$ cat src/mlbs_pkg.sv
// Shared types and constants for the multichannel LED blink sequencer.
`timescale 1ns / 1ps

package mlbs_pkg;

    localparam int DEF_CHANNELS      = 96;
    localparam int DEF_PROGRAM_DEPTH = 64;

    localparam int FRAME_BYTES = 12;
    localparam int LEDS        = 96;

    localparam int STATUS_W  = 8;
    localparam int ON_BIT    = 7;
    localparam logic [STATUS_W-1:0] COUNT_MASK = 8'h7F;

    localparam int MODE_W    = 2;
    localparam int CH_IN_W   = 7;
    localparam int ADDR_IN_W = 6;
    localparam int WORD_W    = 8;
    localparam int S_DATA_W  = 24;

    localparam int BYTE_IDX_W = 4;
    localparam int M_DATA_W   = 16;

    localparam int CFG_IDX_W  = 1;
    localparam int CFG_DATA_W = 8;

    typedef enum logic [MODE_W-1:0] {
        MODE_LOAD    = 2'd0,
        MODE_TICK    = 2'd1,
        MODE_RESTART = 2'd2
    } mode_t;

    typedef enum logic [CFG_IDX_W-1:0] {
        CFG_LOOP_CODE = 1'b0,
        CFG_HALT_CODE = 1'b1
    } cfg_idx_t;

    typedef logic [FRAME_BYTES-1:0][7:0] led_frame_t;

endpackage

$ cat src/mlbs_frame_tx.sv
// Frame serializer: sends the twelve LED bytes of a frame through an output register.
`timescale 1ns / 1ps

module mlbs_frame_tx
    import mlbs_pkg::*;
(
    input  logic                aclk,
    input  logic                aresetn,
    input  logic                frame_start,
    input  led_frame_t          led_frame,
    output logic                frame_done,
    output logic                m_tvalid,
    input  logic                m_tready,
    output logic [M_DATA_W-1:0] m_tdata,  // led_byte[7:0], byte_index[11:8], zero pad
    output logic                m_tlast   // last_byte
);

    localparam logic [BYTE_IDX_W-1:0] LAST_IDX = BYTE_IDX_W'(FRAME_BYTES - 1);

    logic                  busy_reg;
    logic [BYTE_IDX_W-1:0] idx_reg;
    logic                  m_tvalid_reg;
    logic [M_DATA_W-1:0]   m_tdata_reg;
    logic                  m_tlast_reg;
    logic                  load;

    assign load       = busy_reg && (!m_tvalid_reg || m_tready);
    assign frame_done = load && (idx_reg == LAST_IDX);

    always_ff @(posedge aclk) begin
        if (!aresetn) begin
            busy_reg     <= 1'b0;
            idx_reg      <= '0;
            m_tvalid_reg <= 1'b0;
        end else begin
            if (frame_start) begin
                busy_reg <= 1'b1;
                idx_reg  <= '0;
            end else if (load) begin
                if (idx_reg == LAST_IDX) begin
                    busy_reg <= 1'b0;
                end else begin
                    idx_reg <= idx_reg + 1'b1;
                end
            end
            if (load) begin
                m_tvalid_reg <= 1'b1;
            end else if (m_tready) begin
                m_tvalid_reg <= 1'b0;
            end
        end
    end

    always_ff @(posedge aclk) begin
        if (load) begin
            m_tdata_reg <= {{(M_DATA_W - BYTE_IDX_W - 8){1'b0}}, idx_reg, led_frame[idx_reg]};
            m_tlast_reg <= (idx_reg == LAST_IDX);
        end
    end

    assign m_tvalid = m_tvalid_reg;
    assign m_tdata  = m_tdata_reg;
    assign m_tlast  = m_tlast_reg;

endmodule

$ cat config.mk
export PLATFORM = sky130hd
export DESIGN_NAME = mlbs_frame_tx
export DESIGN_NICKNAME = d
export VERILOG_FILES = /design/src/mlbs_pkg.sv /design/src/mlbs_frame_tx.sv
export SDC_FILE = /design/constraint.sdc
export NUM_CORES = 1
export LEC_CHECK = 0
export BUFFER_PORTS_ARGS = -buffer_cell sky130_fd_sc_hd__buf_2
export CAP_MARGIN = 25
export CORE_MARGIN = 1.5
export CORE_UTILIZATION = 41
export CTS_BUF_LIST = sky130_fd_sc_hd__clkbuf_8
export CTS_CLUSTER_DIAMETER = 100
export DETAILED_ROUTE_END_ITERATION = 7
export PLACE_DENSITY_LB_ADDON = 0.1
export SLEW_MARGIN = 5
export SYNTH_ARGS = -nofsm -noshare
export SYNTH_HDL_FRONTEND = slang
export SYNTH_SLANG_ARGS = --single-unit
$ cat constraint.sdc
create_clock -name aclk -period 1.95 [get_ports aclk]
set_input_delay 0.0975 -clock aclk [delete_from_list [all_inputs] [get_ports aclk]]
set_output_delay 0.0975 -clock aclk [all_outputs]
set_load 0.05 [all_outputs]
== Word level (Yosys, flattened, before mapping) ==
Cells that the tools add are included.
Widths: inputs -> output; s select.

* Flip-flop bits (word level): 19
* Input bits: 100
* Output and inout port bits: 19
* Logic and storage cells: 27

* Add/sub/neg operators: 1
* Magnitude comparators: 1
* Eq/ne operators: 1
* Muxes and demuxes: 7
* Bitwise gates (word level): 2
* Reductions and logical operators: 10

{| class="wikitable"
|+ Operators by type and width
! operator !! number
|-
| $bmux 8 s4 || 1
|-
| $mux 8 || 1
|-
| $reduce_bool 2->1 || 3
|-
| $lt 4x5->1 const B || 1
|-
| $mux 1 || 5
|-
| $add 4x1->4 const B || 1
|-
| $eq 4x4->1 const B || 1
|-
| $reduce_and 2->1 || 2
|-
| $logic_and 1x1->1 || 2
|-
| $not 1->1 || 2
|-
| $reduce_or 2->1 || 1
|-
| $logic_not 1->1 || 1
|-
| $logic_or 1x1->1 || 1
|}

== Longest topological paths before layout ==
* Word-level depth: 5
* Gate-level depth with buffers: 5
* Mapped depth without buffers: 5

== Worst setup path before layout ==
No wires, ideal clock.

* Kind: reg2out
* Start point: register m_tvalid_reg, in the netlist m_tvalid
* End point: output frame_done
* Arrival: 1902 ps
* Path slack: -49 ps
* Cell stages (with the launch flop): 4
* Path through: dfxtp_1 -> nor2b_1 -> buf_2 -> nor3_1

* Cells in the longest elaborated chain, start to end: 4

{| class="wikitable"
|+ RTL lines
! element !! line !! source
|-
| start, declared || mlbs_frame_tx.sv:22 || <nowiki>logic m_tvalid_reg;</nowiki>
|-
| start signal, assigned || mlbs_frame_tx.sv:34 || <nowiki>m_tvalid_reg <= 1'b0;</nowiki>
|-
| start signal, assigned || mlbs_frame_tx.sv:47 || <nowiki>m_tvalid_reg <= 1'b1;</nowiki>
|-
| start signal, assigned || mlbs_frame_tx.sv:49 || <nowiki>m_tvalid_reg <= 1'b0;</nowiki>
|-
| $logic_not 1->1 || mlbs_frame_tx.sv:27 || <nowiki>assign load = busy_reg && (!m_tvalid_reg || m_tready);</nowiki>
|-
| $logic_or 1x1->1 || mlbs_frame_tx.sv:27 ||
|-
| $logic_and 1x1->1 || mlbs_frame_tx.sv:27 ||
|-
| $logic_and 1x1->1 || mlbs_frame_tx.sv:28 || <nowiki>assign frame_done = load && (idx_reg == LAST_IDX);</nowiki>
|-
| end, declared || mlbs_frame_tx.sv:11 || <nowiki>output logic frame_done,</nowiki>
|}

No other way between the ends.

== Final worst setup path ==
* Start point: register idx_reg[0]
* End point: output frame_done

* Cells in the longest elaborated chain, start to end: 2

{| class="wikitable"
|+ RTL lines
! element !! line !! source
|-
| start, declared || mlbs_frame_tx.sv:21 || <nowiki>logic [BYTE_IDX_W-1:0] idx_reg;</nowiki>
|-
| start signal, assigned || mlbs_frame_tx.sv:43 || <nowiki>idx_reg <= idx_reg + 1'b1;</nowiki>
|-
| $eq 4x4->1 || mlbs_frame_tx.sv:28 ||
|-
| $logic_and 1x1->1 || mlbs_frame_tx.sv:28 ||
|}

No other way between the ends.

==> metrics list <==
* Outcome: finished clean
- The register with the most flip-flops in the layout has 12 of them.
* Count of different cell masters after synthesis: 29
- Power density normalized to cell area: 491 nW/um2
* HPWL after detailed placement: 3590 um
* Seq. cell area: 512 um2
* Buffers on Ports: 114
* Pin count of the biggest net entering global routing: 20
- The worst setup path is launched from a flip-flop.
- On the final layout, the worst clock skew is 0.00263 ns.
* Total Wirelength: 4240 um
- The clock reaches the later pin of the worst-skew pair after 0.26 ns.
- The synthesized netlist occupies a cell area of 1550 um2.
- Area of the die: 4160 um2
- Hold crit path type: input port to flip-flop
- Summed over all layers, the global routing overflow is 0.
- A synthesized cell averages 12.0 um2.
* Num CTS Buffers: 3
* Classification of the worst setup path: flip-flop to output pin
* Num Clock Sinks: 19
- Synthesis produced a netlist whose cell count is 129.
* Sequential element share of the synthesized area: 0.330
- Nature of the critical path endpoint: output pin
- Detailed routing inserted a total of 1525 vias.
- Via count of the first global-routing pass: 1389
- In this run, the number of DRC markers left after iteration 0 of detailed routing was 40.
- Resized Gates After CTS: 0
* Die boundary width: 64.5 um
- Before antenna repair, the detailed router went through 4 iterations.
- In the final layout, the share of cells above drive strength 1 is 0.640.
- Across the run, the number of max-cap violations was 0.
* CP max-delay cell: dfxtp_2
- Counting flops and latches in the post-synthesis netlist gives 19.
- Cell chosen for the clock root: clkbuf_8
* Standard cell core area: 3630 um2
- Nets: 344
- Antenna Violating Nets Remaining: 0
- Along the worst path, the maximum fanout reaches 17.
* Filler instances: 342
* Number of buffers inserted by post-CTS setup repair: 0
* Wire length of the first global-routing pass: 6360 um
- Hold slack final: 0.0612 ns
* Relative area change from synthesis to final layout: 41.9%
* Share of the clock period used by the worst path after layout: 0.913
- At the worst endpoint, the required time is 1.85 ns.
- Number of standard-cell rows in the floorplan: 22
* Total DRC errors in the routed layout: 0
* CTS H-tree lvls: 1
- Max Clock Freq: 562 MHz
* Warning count from the yosys run: 0
- Prior to clock tree synthesis, the placed netlist has a worst setup slack of 0.171 ns.
- Buffer levels on the longest clock path: 2
* Tot GR Track Use: 0.201
- Traced cell by cell, the critical path runs through ha_1 > nand3b_1 > nor3_2 > buf_2.
- Area of combinational cells with multiple inputs: 920 um2
- The completed layout was analyzed and its total power is 0.00108 W.
- The number of antenna violations at the first check in global routing is 0.
* Routed length per placed instance: 14.6 um
- Max-slew violation total from the final report: 0
- Slew headroom: 0.590
* Final hold viol count: 0
- The smallest clock period supported by the final layout is computed as 1.78 ns.
* TritonCTS clock tree: done
* Worst Path Arrival: 1.68 ns
- Measured along the y axis, the die boundary spans 64.5 um.
* Leakage power figure: 0.971 nW
- The kind of cell with the highest combined delay along the critical path is flip-flops.
* Buf+Inv Stages, Crit Path: 1
* RSZ-0062 raised after global routing: false
* Placer Congestion: 0.787
- For this configuration, the core starts out at a cell density of 0.426.
* Diode insertion count for antenna repair: 0
- Fin worst setup slack: 0.169 ns
- Hold buffer count at CTS: 0
- In this design, the stage delay of the slowest critical-path cell is 0.61 ns.
- Largest voltage drop on the vdd net: 286 uV
- Final setup violation count: 0
* Worst-margin pin slew: 0.614 ns
- 119 I/O pins were placed.
- Clock-pin slew was measured on the worst setup and hold paths at 0.08 ns.
- Final TNS setup: 0 ns
* Via-to-Cell Ratio: 5.26
==> per-layer routing <==
| metal | wire, um | share of wire | track usage | vias to the layer above |
|---|---|---|---|---|
| met2 | 1980 | 0.47 | 0.307 | 86 |
| li1 | - | - | - | 731 |
| met1 | 1870 | 0.44 | 0.297 | 700 |
| met5 | 0 | 0 | 0 | - |
| met4 | 82 | 0.019 | 0.0718 | 0 |
| met3 | 311 | 0.073 | 0.0208 | 8 |
==> per-stage QoR <==
step	std cells	area, um2	utilization
after floorplan	132	1570	-
after global placement	285	2140	0.588
after detailed placement	286	2150	0.592
after CTS	290	2200	0.605
after global routing	290	2200	0.605
final	290	2200	0.605
==> report_power, final <==
part | leakage, nW | internal, W | switching [W]
registers | 0.175 | 0.000454 | 0.0000119
logic | 0.774 | 0.000163 | 0.000159
clock network | 0.0217 | 0.000144 | 0.000148
total | 0.971 | 0.000761 | 0.000319
==> cell usage after synthesis (all sizes together) <==
master / number / area share
a211oi: 1 / 0.0048
a21boi: 1 / 0.0048
a21oi: 4 / 0.013
buf: 13 / 0.073
clkbuf: 3 / 0.0073
conb: 1 / 0.0024
dfxtp: 6 / 0.078
edfxtp: 13 / 0.25
ha: 1 / 0.0081
inv: 3 / 0.0073
mux2: 16 / 0.12
mux4: 16 / 0.24
nand2: 9 / 0.022
nand2b: 3 / 0.012
nand3: 1 / 0.0032
nand3b: 1 / 0.0048
nand4: 1 / 0.0040
nor2: 9 / 0.022
nor2b: 2 / 0.0081
nor3: 1 / 0.0032
o21a: 1 / 0.0048
o22ai: 8 / 0.032
o31ai: 12 / 0.058
or4: 3 / 0.015
==> worst register-to-register path, cell delays in order (launching register included) <==
cell and delay [ns]:
dfxtp_2 0.61, buf_4 0.23, mux4_2 0.49, nand2_1 0.11, o31ai_1 0.08
==> cell type report <==
class / instances / share of cell area
tap: 48 / 0.0273
clock buffer: 3 / 0.0188
inverter: 3 / 0.00512
sequential: 19 / 0.233
multi-input combinational: 94 / 0.418
clock inverter: 1 / 0.00341
timing repair buffer: 122 / 0.294
==> cell usage in the layout (no fill, tap or decap), drive strengths merged, types with 2 or more instances in the layout <==
cell type / netlist / final
mux2: 16 / 16
nor2: 9 / 9
buf: 13 / 122
or4: 3 / 3
conb: 1 / 4
inv: 3 / 3
o22ai: 8 / 8
nor2b: 2 / 2
clkbuf: 3 / 3
o31ai: 12 / 12
mux4: 16 / 16
a21oi: 4 / 4
edfxtp: 13 / 13
nand2b: 3 / 3
nand2: 9 / 9
dfxtp: 6 / 6
==> final timing paths <==
kind | from | end | slack [ns] | cells past startpoint
hold / removal | frame_start | busy_reg | 0.06 | 2
setup reg to reg | idx_reg[0] | m_tdata[6] | 0.18 | 4
setup / recovery | idx_reg[0] | frame_done | 0.17 | 4
hold reg to reg | busy_reg | idx_reg[1] | 0.50 | 2
==> cells by family after synthesis <==
group / count (synthesis) / share of synthesized area
AOI/OAI and AO/OA: 27 / 0.118
adders and majority gates: 1 / 0.00808
buffers and inverters: 19 / 0.0872
DFF: 19 / 0.330
muxes: 32 / 0.361
other: 1 / 0.00242
and+or+nand+nor: 30 / 0.0937
Power figures use the tool's default switching activity.
